## config.mk

```make
export PLATFORM = sky130hd
export DESIGN_NAME = char_lcd_nibble_interface
export DESIGN_NICKNAME = d
export VERILOG_FILES = /design/src/sv/clni_pkg.sv /design/src/sv/clni_front.sv /design/src/sv/clni_queue.sv /design/src/sv/clni_back.sv /design/src/sv/char_lcd_nibble_interface.sv
export SDC_FILE = /design/constraint.sdc
export NUM_CORES = 1
export LEC_CHECK = 0
export ABC_AREA = 1
export ABC_CLOCK_PERIOD_IN_PS = 2700
export BUFFER_PORTS_ARGS = -buffer_cell sky130_fd_sc_hd__buf_2
export CAP_MARGIN = 20
export CORE_ASPECT_RATIO = 0.9
export CORE_MARGIN = 2
export CORE_UTILIZATION = 44
export DETAILED_ROUTE_END_ITERATION = 16
export PLACE_DENSITY = 0.82
export SYNTH_ARGS = -nofsm -noshare
export SYNTH_HDL_FRONTEND = slang
export SYNTH_SLANG_ARGS = --single-unit
```

## constraint.sdc

```tcl
create_clock -name clk -period 2.7 [get_ports clk]
set_input_delay 0.405 -clock clk [delete_from_list [all_inputs] [get_ports clk]]
set_output_delay 0.405 -clock clk [all_outputs]
set_load 0.005 [all_outputs]
```

## src/sv/clni_pkg.sv

```systemverilog
// ----------------------------------------------------------------------------
// clni_pkg: shared types and constants of the character LCD nibble interface
// Holds the request codes, the queue descriptor and the init sequence table.
// ----------------------------------------------------------------------------
package clni_pkg;

	localparam logic [1:0] CMD_COMMAND = 2'd0;
	localparam logic [1:0] CMD_DATA    = 2'd1;
	localparam logic [1:0] CMD_CURSOR  = 2'd2;
	localparam logic [1:0] CMD_INIT    = 2'd3;

	localparam int QueueDepth = 2;
	localparam int QueuePtrW  = 1;
	localparam int QueueCntW  = 2;

	localparam int IdxW    = 4;

	localparam logic [15:0] POWER_UP_US     = 16'd40000;
	localparam logic [15:0] FIRST_EXTRA_US  = 16'd4100;
	localparam logic [10:0] SECOND_EXTRA_US = 11'd100;
	localparam logic [10:0] HOME_EXTRA_US   = 11'd1520;

	localparam logic [7:0] GAP_RESET = 8'd36;

	localparam logic [1:0] REG_NIBBLE_GAP = 2'd0;

	typedef enum logic {
		KIND_BYTE,
		KIND_INIT
	} kind_t;

	typedef struct packed {
		kind_t      kind;
		logic       rs;
		logic [7:0] value;
	} desc_t;

	typedef struct packed {
		logic [3:0]  nibble;
		logic [15:0] wait_pre;
		logic [10:0] extra;
		logic        last;
	} init_entry_t;

	function automatic init_entry_t init_entry(input logic [IdxW-1:0] idx);
		init_entry_t e;
		e = '{nibble: 4'h0, wait_pre: 16'd0, extra: 11'd0, last: 1'b0};
		case (idx)
			4'd0:  begin e.nibble = 4'h3; e.wait_pre = POWER_UP_US; end
			4'd1:  begin
				e.nibble   = 4'h3;
				e.wait_pre = FIRST_EXTRA_US;
				e.extra    = SECOND_EXTRA_US;
			end
			4'd2:  e.nibble = 4'h3;
			4'd3:  e.nibble = 4'h2;
			4'd4:  e.nibble = 4'h2;
			4'd5:  e.nibble = 4'h8;
			4'd6:  e.nibble = 4'h0;
			4'd7:  e.nibble = 4'hC;
			4'd8:  e.nibble = 4'h0;
			4'd9:  e.nibble = 4'h6;
			4'd10: e.nibble = 4'h0;
			4'd11: begin
				e.nibble = 4'h2;
				e.extra  = HOME_EXTRA_US;
				e.last   = 1'b1;
			end
			default: e.nibble = 4'h0;
		endcase
		return e;
	endfunction

endpackage

```

## src/sv/clni_front.sv

```systemverilog
// ----------------------------------------------------------------------------
// clni_front: request intake
// Accepts requests and turns each into a descriptor for the queue.
// ----------------------------------------------------------------------------
module clni_front (
	input  logic            item_valid,
	output logic            item_ready,
	input  logic [1:0]      cmd,
	input  logic [7:0]      byte_value,
	input  logic [5:0]      column,
	input  logic            row,
	input  logic            q_full,
	output logic            q_push,
	output clni_pkg::desc_t q_desc
);

	assign item_ready = !q_full;
	assign q_push     = item_valid && !q_full;

	always_comb begin
		q_desc.kind  = clni_pkg::KIND_BYTE;
		q_desc.rs    = 1'b0;
		q_desc.value = byte_value;
		case (cmd)
			clni_pkg::CMD_COMMAND: q_desc.rs = 1'b0;
			clni_pkg::CMD_DATA:    q_desc.rs = 1'b1;
			clni_pkg::CMD_CURSOR:  q_desc.value = {1'b1, row, column};
			clni_pkg::CMD_INIT:    q_desc.kind = clni_pkg::KIND_INIT;
			default:               q_desc.kind = clni_pkg::KIND_BYTE;
		endcase
	end

endmodule

```

## src/sv/clni_queue.sv

```systemverilog
// ----------------------------------------------------------------------------
// clni_queue: descriptor queue
// A short first-in first-out queue between the intake and the sequencer.
// ----------------------------------------------------------------------------
module clni_queue (
	input  logic            clk,
	input  logic            arst_n,
	input  logic            push,
	input  clni_pkg::desc_t push_desc,
	input  logic            pop,
	output clni_pkg::desc_t pop_desc,
	output logic            full,
	output logic            empty
);

	clni_pkg::desc_t                   mem_q [clni_pkg::QueueDepth];
	logic [clni_pkg::QueuePtrW-1:0]    wr_ptr_q;
	logic [clni_pkg::QueuePtrW-1:0]    rd_ptr_q;
	logic [clni_pkg::QueueCntW-1:0]    count_q;

	assign full     = count_q == clni_pkg::QueueCntW'(clni_pkg::QueueDepth);
	assign empty    = count_q == '0;
	assign pop_desc = mem_q[rd_ptr_q];

	always_ff @(posedge clk) begin
		if (push) begin
			mem_q[wr_ptr_q] <= push_desc;
		end
	end

	always_ff @(posedge clk or negedge arst_n) begin
		if (!arst_n) begin
			wr_ptr_q <= '0;
			rd_ptr_q <= '0;
			count_q  <= '0;
		end else begin
			if (push) begin
				wr_ptr_q <= wr_ptr_q + 1'b1;
			end
			if (pop) begin
				rd_ptr_q <= rd_ptr_q + 1'b1;
			end
			case ({push, pop})
				2'b10:   count_q <= count_q + 1'b1;
				2'b01:   count_q <= count_q - 1'b1;
				default: count_q <= count_q;
			endcase
		end
	end

endmodule

```

## src/sv/clni_back.sv

```systemverilog
// ----------------------------------------------------------------------------
// clni_back: nibble sequencer
// Expands each descriptor into nibble transfers and holds them in an output
// register until the pin driver takes them.
// ----------------------------------------------------------------------------
module clni_back (
	input  logic            clk,
	input  logic            arst_n,
	input  logic [7:0]      gap_us,
	input  logic            q_empty,
	input  clni_pkg::desc_t q_desc,
	output logic            q_pop,
	output logic            result_valid,
	input  logic            result_ready,
	output logic            reg_select,
	output logic [3:0]      nibble,
	output logic [15:0]     wait_before_us,
	output logic [10:0]     wait_after_us,
	output logic            last
);

	logic                      busy_q;
	clni_pkg::desc_t           desc_q;
	logic [clni_pkg::IdxW-1:0] idx_q;
	logic                      out_free;
	logic                      emit;
	clni_pkg::init_entry_t     ent;
	logic                      e_rs;
	logic [3:0]                e_nibble;
	logic [15:0]               e_before;
	logic [10:0]               e_extra;
	logic                      e_last;

	assign out_free = !result_valid || result_ready;
	assign emit     = busy_q && out_free;
	assign q_pop    = !q_empty && (!busy_q || (emit && e_last));
	assign ent      = clni_pkg::init_entry(idx_q);

	always_comb begin
		if (desc_q.kind == clni_pkg::KIND_INIT) begin
			e_rs     = 1'b0;
			e_nibble = ent.nibble;
			e_before = ent.wait_pre;
			e_extra  = ent.extra;
			e_last   = ent.last;
		end else begin
			e_rs     = desc_q.rs;
			e_nibble = idx_q[0] ? desc_q.value[3:0] : desc_q.value[7:4];
			e_before = '0;
			e_extra  = '0;
			e_last   = idx_q[0];
		end
	end

	always_ff @(posedge clk or negedge arst_n) begin
		if (!arst_n) begin
			busy_q       <= 1'b0;
			idx_q        <= '0;
			result_valid <= 1'b0;
		end else begin
			if (out_free) begin
				result_valid <= emit;
			end
			if (q_pop) begin
				busy_q <= 1'b1;
				idx_q  <= '0;
			end else if (emit) begin
				busy_q <= !e_last;
				idx_q  <= idx_q + 1'b1;
			end
		end
	end

	always_ff @(posedge clk) begin
		if (q_pop) begin
			desc_q <= q_desc;
		end
		if (emit) begin
			reg_select     <= e_rs;
			nibble         <= e_nibble;
			wait_before_us <= e_before;
			wait_after_us  <= {3'b000, gap_us} + e_extra;
			last           <= e_last;
		end
	end

endmodule

```

## src/sv/char_lcd_nibble_interface.sv

```systemverilog
// ----------------------------------------------------------------------------
// char_lcd_nibble_interface: character LCD controller on a 4-bit bus
// Turns command, data, cursor and init requests into timed nibble transfers.
// ----------------------------------------------------------------------------
// Requests enter on item_valid/item_ready with cmd, byte_value, column and
// row. Each result on result_valid/result_ready describes one enable strobe:
// reg_select, nibble, the waits before and after it, and last on the final
// nibble of the request.
// A request is taken into a two-entry descriptor queue; the sequencer loads
// it from there into its descriptor register, and the first nibble then
// passes from that register into the output register.
// The sequencer emits one nibble per cycle while the receiver takes them; a
// byte request gives two nibbles and an init request twelve, and the next
// descriptor is loaded in the cycle of the last nibble of the current one.
// When the receiver stalls, the output register holds its result, the
// sequencer waits, and the queue keeps accepting requests until it is full.
// Reset empties the queue and the output register and sets nibble_gap_us
// to 36. The gap register sits at byte address 0 of the APB port and should
// only be written while no request is in flight.
// ----------------------------------------------------------------------------
module char_lcd_nibble_interface (
	input  logic        clk,
	input  logic        arst_n,
	input  logic        psel,
	input  logic        penable,
	input  logic        pwrite,
	input  logic [2:0]  paddr,
	input  logic [31:0] pwdata,
	output logic [31:0] prdata,
	output logic        pready,
	input  logic        item_valid,
	output logic        item_ready,
	input  logic [1:0]  cmd,
	input  logic [7:0]  byte_value,
	input  logic [5:0]  column,
	input  logic        row,
	output logic        result_valid,
	input  logic        result_ready,
	output logic        reg_select,
	output logic [3:0]  nibble,
	output logic [15:0] wait_before_us,
	output logic [10:0] wait_after_us,
	output logic        last
);

	logic [7:0]      gap_q;
	logic            gap_sel;
	logic            q_full;
	logic            q_empty;
	logic            q_push;
	logic            q_pop;
	clni_pkg::desc_t push_desc;
	clni_pkg::desc_t pop_desc;

	assign pready  = 1'b1;
	assign gap_sel = {1'b0, paddr[2]} == clni_pkg::REG_NIBBLE_GAP;
	assign prdata  = gap_sel ? {24'd0, gap_q} : 32'd0;

	always_ff @(posedge clk or negedge arst_n) begin
		if (!arst_n) begin
			gap_q <= clni_pkg::GAP_RESET;
		end else if (psel && penable && pwrite && pready && gap_sel) begin
			gap_q <= pwdata[7:0];
		end
	end

	clni_front u_front (
		.item_valid (item_valid),
		.item_ready (item_ready),
		.cmd        (cmd),
		.byte_value (byte_value),
		.column     (column),
		.row        (row),
		.q_full     (q_full),
		.q_push     (q_push),
		.q_desc     (push_desc)
	);

	clni_queue u_queue (
		.clk       (clk),
		.arst_n    (arst_n),
		.push      (q_push),
		.push_desc (push_desc),
		.pop       (q_pop),
		.pop_desc  (pop_desc),
		.full      (q_full),
		.empty     (q_empty)
	);

	clni_back u_back (
		.clk            (clk),
		.arst_n         (arst_n),
		.gap_us         (gap_q),
		.q_empty        (q_empty),
		.q_desc         (pop_desc),
		.q_pop          (q_pop),
		.result_valid   (result_valid),
		.result_ready   (result_ready),
		.reg_select     (reg_select),
		.nibble         (nibble),
		.wait_before_us (wait_before_us),
		.wait_after_us  (wait_after_us),
		.last           (last)
	);

endmodule

```

==> results of run 1 <==
==> cells in the final DEF, fill, tap and decap left out, types with 4 or more instances in the layout <==
cell type  count
buf_2         65
nand2_1       62
edfxtp_1      50
conb_1        35
nor2_1        30
inv_1         28
dfrtp_1       16
a21oi_1       12
ha_1          11
clkbuf_8       9
nand2_2        8
mux2_2         7
o21ai_0        6
inv_2          5
nand2_4        5
nand3_1        4
xor2_1         4
==> power by group through the flow <==
stage	logic, mW	registers [mW]	clock network (mW)
2_1_floorplan	0.841	1.73	0
3_3_place_gp	1.10	1.74	0
3_5_place_dp	1.15	1.76	0
4_1_cts	1.16	1.74	0.852
5_1_grt	1.31	1.77	0.902
6_report	1.15	1.74	0.833
==> state kept, by name, summed over array words and instances (netlist names), 2 cells and up <==
register / cells
u_back.wait_before_us: 3
u_back.wait_after_us: 11
u_back.desc_q: 10
u_back.idx_q: 4
u_queue.count_q: 2
gap_q: 8
u_back.nibble: 4
u_queue.mem_q: 20
==> area by class of cell <==
cell class / count / area share [%]
inverter: 35 / 3.42
clock buffer: 9 / 3.20
multi-input combinational: 208 / 29.1
clock inverter: 7 / 1.97
timing repair buffer: 67 / 8.84
tap: 96 / 3.10
sequential: 68 / 50.4
==> per-layer routing <==
layer	wire, microns	vias up
li1	-	1113
met1	2300	983
met2	2890	72
met3	388	10
met4	125	0
met5	0	-
==> Yosys cell counts (2+ instances only) <==
| cell type | number |
|---|---|
| a21oi_1 | 12 |
| buf_2 | 2 |
| buf_4 | 38 |
| clkbuf_1 | 2 |
| conb_1 | 2 |
| dfrtp_1 | 16 |
| dfstp_2 | 2 |
| edfxtp_1 | 50 |
| ha_1 | 11 |
| inv_1 | 28 |
| inv_2 | 5 |
| mux2_2 | 7 |
| nand2_1 | 62 |
| nand2_2 | 8 |
| nand2_4 | 5 |
| nand3_1 | 4 |
| nand3_2 | 2 |
| nand4_1 | 2 |
| nor2_1 | 30 |
| nor2_2 | 3 |
| nor3_1 | 2 |
| o21ai_0 | 6 |
| o21ai_1 | 2 |
| o21ai_2 | 3 |
| xnor2_1 | 3 |
| xor2_1 | 4 |
==> worst reg2reg max path, delay by kind of cell (launching register included) <==
family | cells | cell delay [ns]
simple gates | 5 | 0.41
compound gates | 3 | 0.31
xor+xnor | 1 | 0.15
buf+inv | 2 | 0.28
fa+ha+maj | 2 | 0.59
flops | 1 | 0.48
==> worst max path at each step <==
| stage | startpoint | end | cells past startpoint |
|---|---|---|---|
| 3_5_place_dp | u_back.idx_q[0] | u_queue.count_q[1] | 13 |
| 3_3_place_gp | u_back.idx_q[0] | u_queue.count_q[1] | 13 |
| 5_1_grt | u_back.idx_q[0] | u_queue.count_q[1] | 13 |
| 6_report | u_back.idx_q[0] | u_queue.count_q[1] | 13 |
| 4_1_cts | u_back.idx_q[0] | u_queue.count_q[1] | 13 |
| 2_1_floorplan | result_ready | u_queue.count_q[1] | 12 |
==> per-stage QoR <==
| step | setup WS (ns) | instances | cell area [sq um] |
|---|---|---|---|
| 2_1_floorplan | 0.510 | 353 | 3520 |
| 3_3_place_gp | 0.470 | 473 | 3670 |
| 3_5_place_dp | 0.389 | 473 | 3670 |
| 4_1_cts | 0.344 | 490 | 3880 |
| 5_1_grt | 0.171 | 490 | 3880 |
| 6_report | 0.364 | 490 | 3880 |
==> cells by family (layout without fill, tap and decap cells) <==
kind of cell | Yosys count | in the layout | synth area share (%)
XOR/XNOR | 7 | 7 | 1.81
adder cells (fa/ha/maj) | 11 | 11 | 4.06
buffers and inverters | 77 | 118 | 12.8
multiplexers | 7 | 7 | 2.32
AO/OA/AOI/OAI | 28 | 28 | 5.02
flip-flops | 68 | 68 | 57.6
AND/OR/NAND/NOR | 120 | 120 | 16.1
other | 2 | 35 | 0.221
==> summary.txt, run 1 <==
Outcome
  • Run status: finished, final reports clean

Min path
  • Worst Hold Class: in -> reg
  • Hold path depth: 3
  • Hold_sp: pwdata[5]
  • Min-Delay Endpoint: gap_q[5]

Placed design
  • Final HPWL DP: 4.22 mm
  • Gpl congestion: approximately 0.87
  • I/O Buffers: between 60 and 70

Global route
  • Gr ovfl total: 0
  • First-pass GRT wire length: about 9.3 mm
  • Most Used Layer, Global Route: met2
  • Met2 Use GR: between 20% and 30%
  • GR Util All Layers: roughly 15%
  • GR Util met3: 4.85%
  • Met1 usage: roughly 17%
  • Initial antenna violation count: 0
  • Vias in the first global route: 2100
  • Largest net degree at the start of global routing: 21

Setup path
  • CP max stage delay: approximately 0.48 ns
  • Startpoint Class: flop
  • Worst Reg2Reg Path Length in Cells: 13
  • Worst Path Buf+Inv: 2
  • Worst Path Required: 2.92 ns
  • Critical path's top delay family: adder cells
  • Reg2reg end: u_queue.count_q[1]
  • Crit path kind: reg -> reg
  • Worst reg2reg setup slack: between 0.3 and 0.4 ns
  • Critical-path cell list: ha_1, nand2_2, clkinv_2, nand2_4, o21ai_2, nand2_2, nand2_2, nand2_4, inv_2, ha_1, a21oi_1, o21ai_0, xor2_1
  • CP max stage cell: dfrtp_1
  • Critical Path AT: between 2 and 3 ns
  • Top cell by count, worst path: nand2_2
  • Crit-path max FO: 12
  • Crit. End Element: flop
  • Reg2reg start: u_back.idx_q[0]

Clock tree
  • Clk_lat worst skew: 0.34 ns
  • CTS tree: yes
  • TritonCTS Buffers: 9
  • H-tree depth: 3
  • Post-CTS sizing: 0
  • Root Buffer: clkbuf_8
  • CTS sink count: between 60 and 70
  • Clock buffer depth: 2
  • CTS Hold Bufs: 1
  • Post-CTS setup buffer count: 0
  • Register clock-pin slew on the reported worst setup and hold paths: about 0.07 ns

Synthesis
  • Yosys warns: 0
  • Largest area contributor in the netlist: edfxtp_1
  • Synthesized cell area: 0.00339 sq mm
  • Seq cells post-synth: a little under 70
  • Avg Cell Area, Syn: approximately 11 sq um
  • Most used DFF post-synth: edfxtp_1
  • Async SR Flop Fraction: 26.5%
  • Post-synthesis sequential area ratio: between 50% and 60%
  • Post-synth EDFFs: 50
  • Synthesized instance count: 320
  • Distinct cells, synth: 35
  • Synth area leaders: edfxtp_1 (44%), dfrtp_1 (12%), buf_4 (8.4%), nand2_1 (6.9%), ha_1 (4.1%)
  • Proportion of netlist area held by the largest area contributor: ~44%

Finish
  • Ant diodes: 0
  • Final-stage net count: approximately 460
  • Multi-input logic area: between 0.001 and 0.0015 sq mm
  • Area growth, synth to finish: 14.3%
  • FF+latch area: around 0.0020 sq mm
  • Fillers: roughly 700
  • Share of layout cells above drive strength 1: about 30%
  • Post-layout util: between 50% and 60%

STA
  • Min Tclk post-route: between 2 and 2.5 ns
  • Clock Skews: approximately 0.011 ns
  • Max Transition Viols Final: 0
  • Relative slew slack: 42.8%
  • Final setup vio count: 0
  • Final hold violations: 0
  • Setup TNS: 0 ns
  • Tightest Pin Transition: between 0.8 and 0.9 ns
  • Fmax: roughly 430 MHz
  • Final period util: between 80 and 90%
  • Unrepaired setup endpoints after global routing: false
  • Hold_ws: approximately 0.30 ns

Floorplan
  • Die height: 87.3 microns
  • Initial core utilization: around 45%
  • # rows: 30
  • Die width: between 90 and 100 microns
  • I/O pin count: between 100 and 150
  • Die ar.: between 0.008 and 0.009 sq mm
  • Core footprint: 0.00751 sq mm

Power
  • Sequential share of power: 46.7%
  • NetSw: 1.29 mW
  • Int Pwr: 2.43 mW
  • Clock Power Share: approximately 22%
  • Max VDD drop: roughly 0.52 mV
  • PD cells: roughly 960 mW/mm^2
  • Comb power frac: 30.9%
  • Total power: 3.72 mW
  • Pleak: 1.88 nW
  • Sw Ratio: between 30% and 40%

Drt
  • First-pass DRT Iterations: 4
  • Post-route DRC: 0
  • WL per Instance: about 12 microns
  • Initial DRC Count: between 80 and 90
  • Vias per Instance: between 4 and 5
  • Post-Route WL: between 5 and 6 mm
  • Routed vias: around 2200
  • Post-route ant nets: 0

Run
  • Max-cap violations: 0
(Power assumes the default switching activity.)
==> run 2: changes to the inputs <==
ABC_CLOCK_PERIOD_IN_PS = 2400   (was 2700)
CTS_BUF_LIST = sky130_fd_sc_hd__clkbuf_4   (was default)
clock period = 2.4 ns   (was 2.7 ns; I/O delays follow)
==> summary.txt, run 2 (synthesis results as in run 1) <==
Outcome
  • Run status: finished, final reports clean

Setup path
  • CP max stage delay: 0.47 ns (about the same)
  • Worst Path Required: 2.56 ns (-0.36 ns)
  • CP max stage cell: dfrtp_1
  • Worst Path Buf+Inv: 2 (unchanged)
  • Critical path depth: 11 (-2)
  • Worst Reg2Reg Path Length in Cells: 11 (-2)
  • Crit. End Element: flop
  • Reg2reg start: u_back.idx_q[0]
  • CP startpoint: u_back.idx_q[0]
  • Critical path's top delay family: simple AND/OR/NAND/NOR gates
  • Worst reg2reg setup slack: 0.16 ns (-0.21 ns)
  • Crit path kind: reg -> reg
  • Critical-path cell list: ha_1, nand2_2, clkinv_2, nand2_4, inv_1, ha_1, nand3_1, nand2_1, nand4_1, nand3b_1, nand2_1
  • Critical Path AT: 2.40 ns (-0.15 ns)
  • Crit-path max FO: 7 (-5)
  • Startpoint Class: flop
  • Reg2reg end: u_back.wait_after_us[7]
  • Setup crit end: u_back.wait_after_us[7]

Floorplan
  • # rows: 30 (unchanged)
  • Die height: 87.3 microns (unchanged)
  • Die width: 96.6 microns (unchanged)
  • Die ar.: 0.00843 sq mm (unchanged)
  • Initial core utilization: 45.2% (unchanged)
  • I/O pin count: 127 (unchanged)
  • Core footprint: 0.00751 sq mm (unchanged)

Power
  • PD cells: 1060 mW/mm^2 (+11%)
  • Pleak: 1.88 nW (about the same)
  • Total power: 4.08 mW (+9.9%)
  • Max VDD drop: 0.444 mV (-15%)

Finish
  • Multi-input logic area: 0.00113 sq mm (unchanged)
  • Post-route insts no fill: 493 (+0.61%)
  • Final-stage net count: 462 (+0.65%)
  • Commonest non-fill, non-tap cell in the layout: buf_2
  • Fillers: 726 (+6.3%)
  • Most frequent cells in the layout: buf_2 (65), nand2_1 (62), edfxtp_1 (50)
  • Largest register FFs: 20 (unchanged)
  • Share of layout cells above drive strength 1: 30.5% (about the same)
  • Area growth, synth to finish: 13.6%
  • FF+latch area: 0.00195 sq mm (unchanged)
  • Post-Layout Inst Area: 0.00385 sq mm (-0.58%)
  • Top reg by flops: u_queue.mem_q
  • Top flop regs: u_queue.mem_q: 20 flops, u_back.wait_after_us: 11 flops, u_back.desc_q: 10 flops
  • Ant diodes: 0 (unchanged)

Placed design
  • I/O Buffers: 65 (unchanged)
  • Final HPWL DP: 4.21 mm (-0.32%)
  • Placed cell areas: 0.00369 sq mm (+0.61%)
  • Gpl congestion: 0.873 (-0.23%)
  • Post-Place Cells: 476 (+0.63%)

STA
  • Unrepaired setup endpoints after global routing: false
  • Tightest Pin Transition: 0.568 ns (-0.287 ns)
  • Final period util: 93.5% (+7.0 points)
  • Min Tclk post-route: 2.24 ns (-0.0918 ns)
  • Final setup vio count: 0 (unchanged)
  • Relative slew slack: 62.0% (+19 points)
  • Clock Skews: 0.0183 ns (+0.00732 ns)
  • Hold_ws: 0.193 ns (-0.103 ns)
  • Fmax: 446 MHz (+4.1%)
  • Max Transition Viols Final: 0 (unchanged)
  • Final hold violations: 0 (unchanged)
  • Setup TNS: 0 ns (unchanged)

Clock tree
  • H-tree depth: 3 (unchanged)
  • Post-CTS sizing: 0 (unchanged)
  • CTS tree: yes
  • CTS sink count: 68 (unchanged)
  • Register clock-pin slew on the reported worst setup and hold paths: 0.10 ns (+0.03 ns)
  • Root Buffer: clkbuf_4
  • TritonCTS Buffers: 9 (unchanged)
  • Clock buffer depth: 2 (unchanged)
  • Clk_lat worst skew: 0.41 ns (+0.07 ns)

Global route
  • Largest net degree at the start of global routing: 21 (unchanged)
  • GR Util All Layers: 14.5% (-0.18 points)
  • Initial antenna violation count: 0 (unchanged)
  • First-pass GRT wire length: 9.16 mm (-1.3%)
  • Vias in the first global route: 2080 (-0.95%)
  • Gr ovfl total: 0 (unchanged)

Drt
  • Post-route DRC: 0 (unchanged)
  • Initial DRC Count: 92 (+12%)
  • Routed vias: 2216 (+1.7%)
  • Post-route ant nets: 0 (unchanged)
  • WL per Instance: 11.6 microns (-0.78%)
  • Vias per Instance: 4.49 (+1.1%)
  • Post-Route WL: 5.70 mm (-0.18%)
  • First-pass DRT Iterations: 4 (unchanged)

Min path
  • Worst Hold Class: in -> reg

Run
  • Max-cap violations: 0 (unchanged)
[run 2: layer usage]
layer  share of wire (%)  global-route usage, %  up-vias
li1                    -                      -     1114
met1                  40                   16.3     1024
met2                  52                   25.1       68
met3                 5.7                   4.07       10
met4                 2.2                   7.43        0
met5                   0                      0        -
[run 2: repair_timing]
action	4_1_cts	5_1_grt
endpoints found under the hold margin	16	0
hold buffers	1	0
buffers inserted	0	0
[run 2: worst min-delay path by stage]
stage | start | endpoint | slack, ns | depth (start not counted)
4_1_cts | pwdata[5] | gap_q[5] | 0.17 | 3
6_report | pwdata[5] | gap_q[5] | 0.19 | 3
3_3_place_gp | arst_n | gap_q[0] | 0.31 | 1
5_1_grt | pwdata[2] | gap_q[2] | 0.16 | 3
3_5_place_dp | arst_n | gap_q[0] | 0.32 | 1
2_1_floorplan | arst_n | gap_q[0] | 0.06 | 0
[run 2: worst reg2reg max path, stage by stage (launching register included)]
cell      delay, ns
dfrtp_1        0.47
ha_1           0.29
nand2_2        0.09
clkinv_2       0.07
nand2_4        0.12
inv_1          0.14
ha_1           0.36
nand3_1        0.08
nand2_1        0.10
nand4_1        0.13
nand3b_1       0.11
nand2_1        0.05
[run 2: area by class of cell]
type                    count  share of cell area [%]
clock inverters             6                    2.08
inverters                  35                    3.44
multi-input cells         208                    29.2
well taps                  96                    3.12
repair buffers             70                    9.48
flip-flops and latches     68                    50.7
clock buffers              10                    1.95
[run 2: per-stage QoR]
step           utilization (%)  setup slack [ns]
2_1_floorplan                -             0.244
3_3_place_gp              49.1             0.231
3_5_place_dp              49.1             0.181
4_1_cts                   51.3             0.165
5_1_grt                   51.3            0.0153
6_report                  51.3             0.155
[run 2: power by group]
part / switching (mW) / internal, mW / leakage, nW
clock network: 0.394 / 0.426 / 0.0815
registers: 0.194 / 1.76 / 0.680
logic: 0.806 / 0.509 / 1.12
total: 1.39 / 2.69 / 1.88
==> run 3: changes to the inputs <==
ABC_CLOCK_PERIOD_IN_PS = 2200   (was 2400)
CORE_MARGIN = 8   (was 2)
PLACE_DENSITY = 0.73   (was 0.82)
clock period = 2.2 ns   (was 2.4 ns; I/O delays follow)
==> summary.txt, run 3 (synthesis results as in run 1) <==
Setup path
  • Worst reg2reg setup slack: 0.16 ns (about the same)
  • Worst Path Required: 2.40 ns (-0.16 ns)
  • Worst Reg2Reg Path Length in Cells: 11 (unchanged)
  • Reg2reg start: u_back.idx_q[0]
  • Startpoint Class: flop
  • Critical Path AT: 2.24 ns (-0.16 ns)
  • Crit path kind: reg -> reg
  • Reg2reg end: u_back.wait_after_us[7]
  • Crit. End Element: flop
  • Crit-path max FO: 6 (-1)

Finish
  • Top reg by flops: u_queue.mem_q
  • Post-layout util: 53.1% (+1.8 points)
  • Final-stage net count: 472 (+2.2%)
  • Largest register FFs: 20 (unchanged)
  • Most frequent cells in the layout: buf_2 (65), nand2_1 (62), edfxtp_1 (50)
  • Area growth, synth to finish: 17.5%
  • Top flop regs: u_queue.mem_q: 20 flops, u_back.wait_after_us: 11 flops, u_back.desc_q: 10 flops
  • Ant diodes: 0 (unchanged)
  • Commonest non-fill, non-tap cell in the layout: buf_2
  • Fillers: 681 (-6.2%)
  • FF+latch area: 0.00195 sq mm (unchanged)
  • Share of layout cells above drive strength 1: 34.4% (+3.9 points)
  • Multi-input logic area: 0.00117 sq mm (+3.7%)

Drt
  • Post-Route WL: 6.12 mm (+7.4%)
  • WL per Instance: 12.2 microns (+5.3%)
  • Post-route ant nets: 0 (unchanged)
  • Initial DRC Count: 49 (-47%)
  • Routed vias: 2245 (+1.3%)
  • Post-route DRC: 0 (unchanged)
  • First-pass DRT Iterations: 4 (unchanged)
  • Vias per Instance: 4.46 (-0.71%)

Clock tree
  • Clock buffer depth: 2 (unchanged)
  • H-tree depth: 3 (unchanged)
  • Register clock-pin slew on the reported worst setup and hold paths: 0.12 ns (+0.02 ns)
  • CTS tree: yes
  • CTS sink count: 68 (unchanged)
  • TritonCTS Buffers: 9 (unchanged)
  • Clk_lat worst skew: 0.42 ns (about the same)
  • Root Buffer: clkbuf_4

Placed design
  • Final HPWL DP: 4.67 mm (+11%)
  • Gpl congestion: 0.835 (-4.3%)
  • Place WS: 0.0397 ns (-0.141 ns)
  • I/O Buffers: 65 (unchanged)

Min path
  • Hold path depth: 3 (unchanged)
  • Min-Delay Endpoint: gap_q[2]
  • Hold_sp: pwdata[2]
  • Worst Hold Class: in -> reg

Global route
  • Vias in the first global route: 2302 (+11%)
  • GR Util All Layers: 12.0% (-2.6 points)
  • Largest net degree at the start of global routing: 21 (unchanged)
  • Initial antenna violation count: 0 (unchanged)
  • First-pass GRT wire length: 10.2 mm (+11%)
  • Gr ovfl total: 0 (unchanged)

Floorplan
  • # rows: 30 (unchanged)
  • Core footprint: 0.00751 sq mm (unchanged)
  • Initial core utilization: 45.2% (unchanged)
  • Die height: 99.3 microns (+14%)
  • Die ar.: 0.0108 sq mm (+28%)
  • Die width: 109 microns (+12%)
  • I/O pin count: 127 (unchanged)

STA
  • Tightest Pin Transition: 0.549 ns (-0.0188 ns)
  • Final hold violations: 0 (unchanged)
  • Clock Skews: 0.0121 ns (-0.00626 ns)
  • Max Transition Viols Final: 0 (unchanged)
  • Final period util: 92.9% (-0.64 points)
  • Final setup vio count: 0 (unchanged)
  • Final worst slack: 0.156 ns (+0.00115 ns)
  • Setup TNS: 0 ns (unchanged)
  • Relative slew slack: 63.3% (+1.3 points)
  • Min Tclk post-route: 2.04 ns (-0.201 ns)
  • Unrepaired setup endpoints after global routing: false
  • Hold_ws: 0.130 ns (-0.0636 ns)
  • Fmax: 489 MHz (+9.8%)

Run
  • Max-cap violations: 0 (unchanged)

Outcome
  • Run status: finished, final reports clean

Power
  • Sequential share of power: 46.1% (-1.6 points)
  • Int Pwr: 2.99 mW (+11%)
  • Max VDD drop: 0.680 mV (+53%)
  • Comb power frac: 33.4% (+1.2 points)
  • NetSw: 1.58 mW (+13%)
  • Pleak: 1.91 nW (+1.2%)
  • Clock Power Share: 20.5% (+0.4 points)
  • Sw Ratio: 34.5% (+0.38 points)
  • PD cells: 1150 mW/mm^2 (+8.0%)
-- run 3: cell count changes in the layout (fill, tap and decap cells not counted), moves of 2 or more --
cell	previous run	this run
buf_4	4	14
ha_1	11	6
ha_2	0	3
clkinv_1	3	1
clkinv_4	0	2
ha_4	0	2
inv_1	28	26
-- run 3: metrics by stage --
| stage | power [mW] | std cells | cell area (sq um) |
|---|---|---|---|
| 6_report | 4.57 | 503 | 3990 |
| 5_1_grt | 4.92 | 503 | 3990 |
| 4_1_cts | 4.58 | 497 | 3890 |
| 3_5_place_dp | 3.64 | 480 | 3720 |
| 3_3_place_gp | 3.58 | 480 | 3720 |
| 2_1_floorplan | 3.15 | 353 | 3520 |
-- run 3: area by class of cell --
type | count | share of cell area [%]
Tap cell | 96 | 3.01
Clock buffer | 9 | 1.69
Clock inverter | 7 | 2.48
Sequential cell | 68 | 49.0
Inverter | 35 | 3.45
Multi-Input combinational cell | 208 | 29.3
Timing Repair Buffer | 80 | 11.0
-- run 3: worst max-delay path by stage --
stage                                   start                       to  slack (ns)  depth (start not counted)
final                         u_back.idx_q[0]  u_back.wait_after_us[7]        0.16                         11
after global routing          u_back.idx_q[1]  u_back.wait_after_us[8]        0.02                         16
after global placement        u_back.idx_q[0]  u_back.wait_after_us[7]         0.1                         11
after CTS                     u_back.idx_q[0]  u_back.wait_after_us[7]        0.02                         11
after floorplan           u_back.result_valid       u_queue.count_q[1]        0.04                         11
after detailed placement      u_back.idx_q[0]  u_back.wait_after_us[7]        0.04                         11
-- run 3: power groups by stage --
stage | combinational (mW) | sequential, mW | clock (mW)
after floorplan | 1.03 | 2.12 | 0
final | 1.52 | 2.11 | 0.937
after global placement | 1.47 | 2.12 | 0
after CTS | 1.51 | 2.11 | 0.959
after detailed placement | 1.50 | 2.13 | 0
after global routing | 1.76 | 2.15 | 1.01
-- run 3: timing repair --
item / in CTS / in global routing
endpoints found under the hold margin: 16 / 0
buffers inserted: 0 / 6
gates resized for setup: 0 / 10
endpoints found under the setup margin: 0 / 5
hold buffers: 1 / 0
-- run 3: worst max-delay path: stages (launching register included) --
cell	delay [ns]
dfrtp_1	0.43
ha_2	0.23
nand2_2	0.09
inv_4	0.05
nand2_8	0.08
clkinvlp_4	0.16
ha_4	0.32
nand3_1	0.06
nand2_1	0.09
nand4_1	0.14
nand3b_1	0.11
nand2_1	0.05
-- run 3: metal layers --
layer	global-route usage [%]	up-vias	wire [microns]	part of all wire, %
li1	-	1133	-	-
met1	12.5	1036	2370	39
met2	21.1	67	3220	53
met3	4.85	9	445	7.3
met4	4.42	0	82	1.3
met5	0	-	0	0
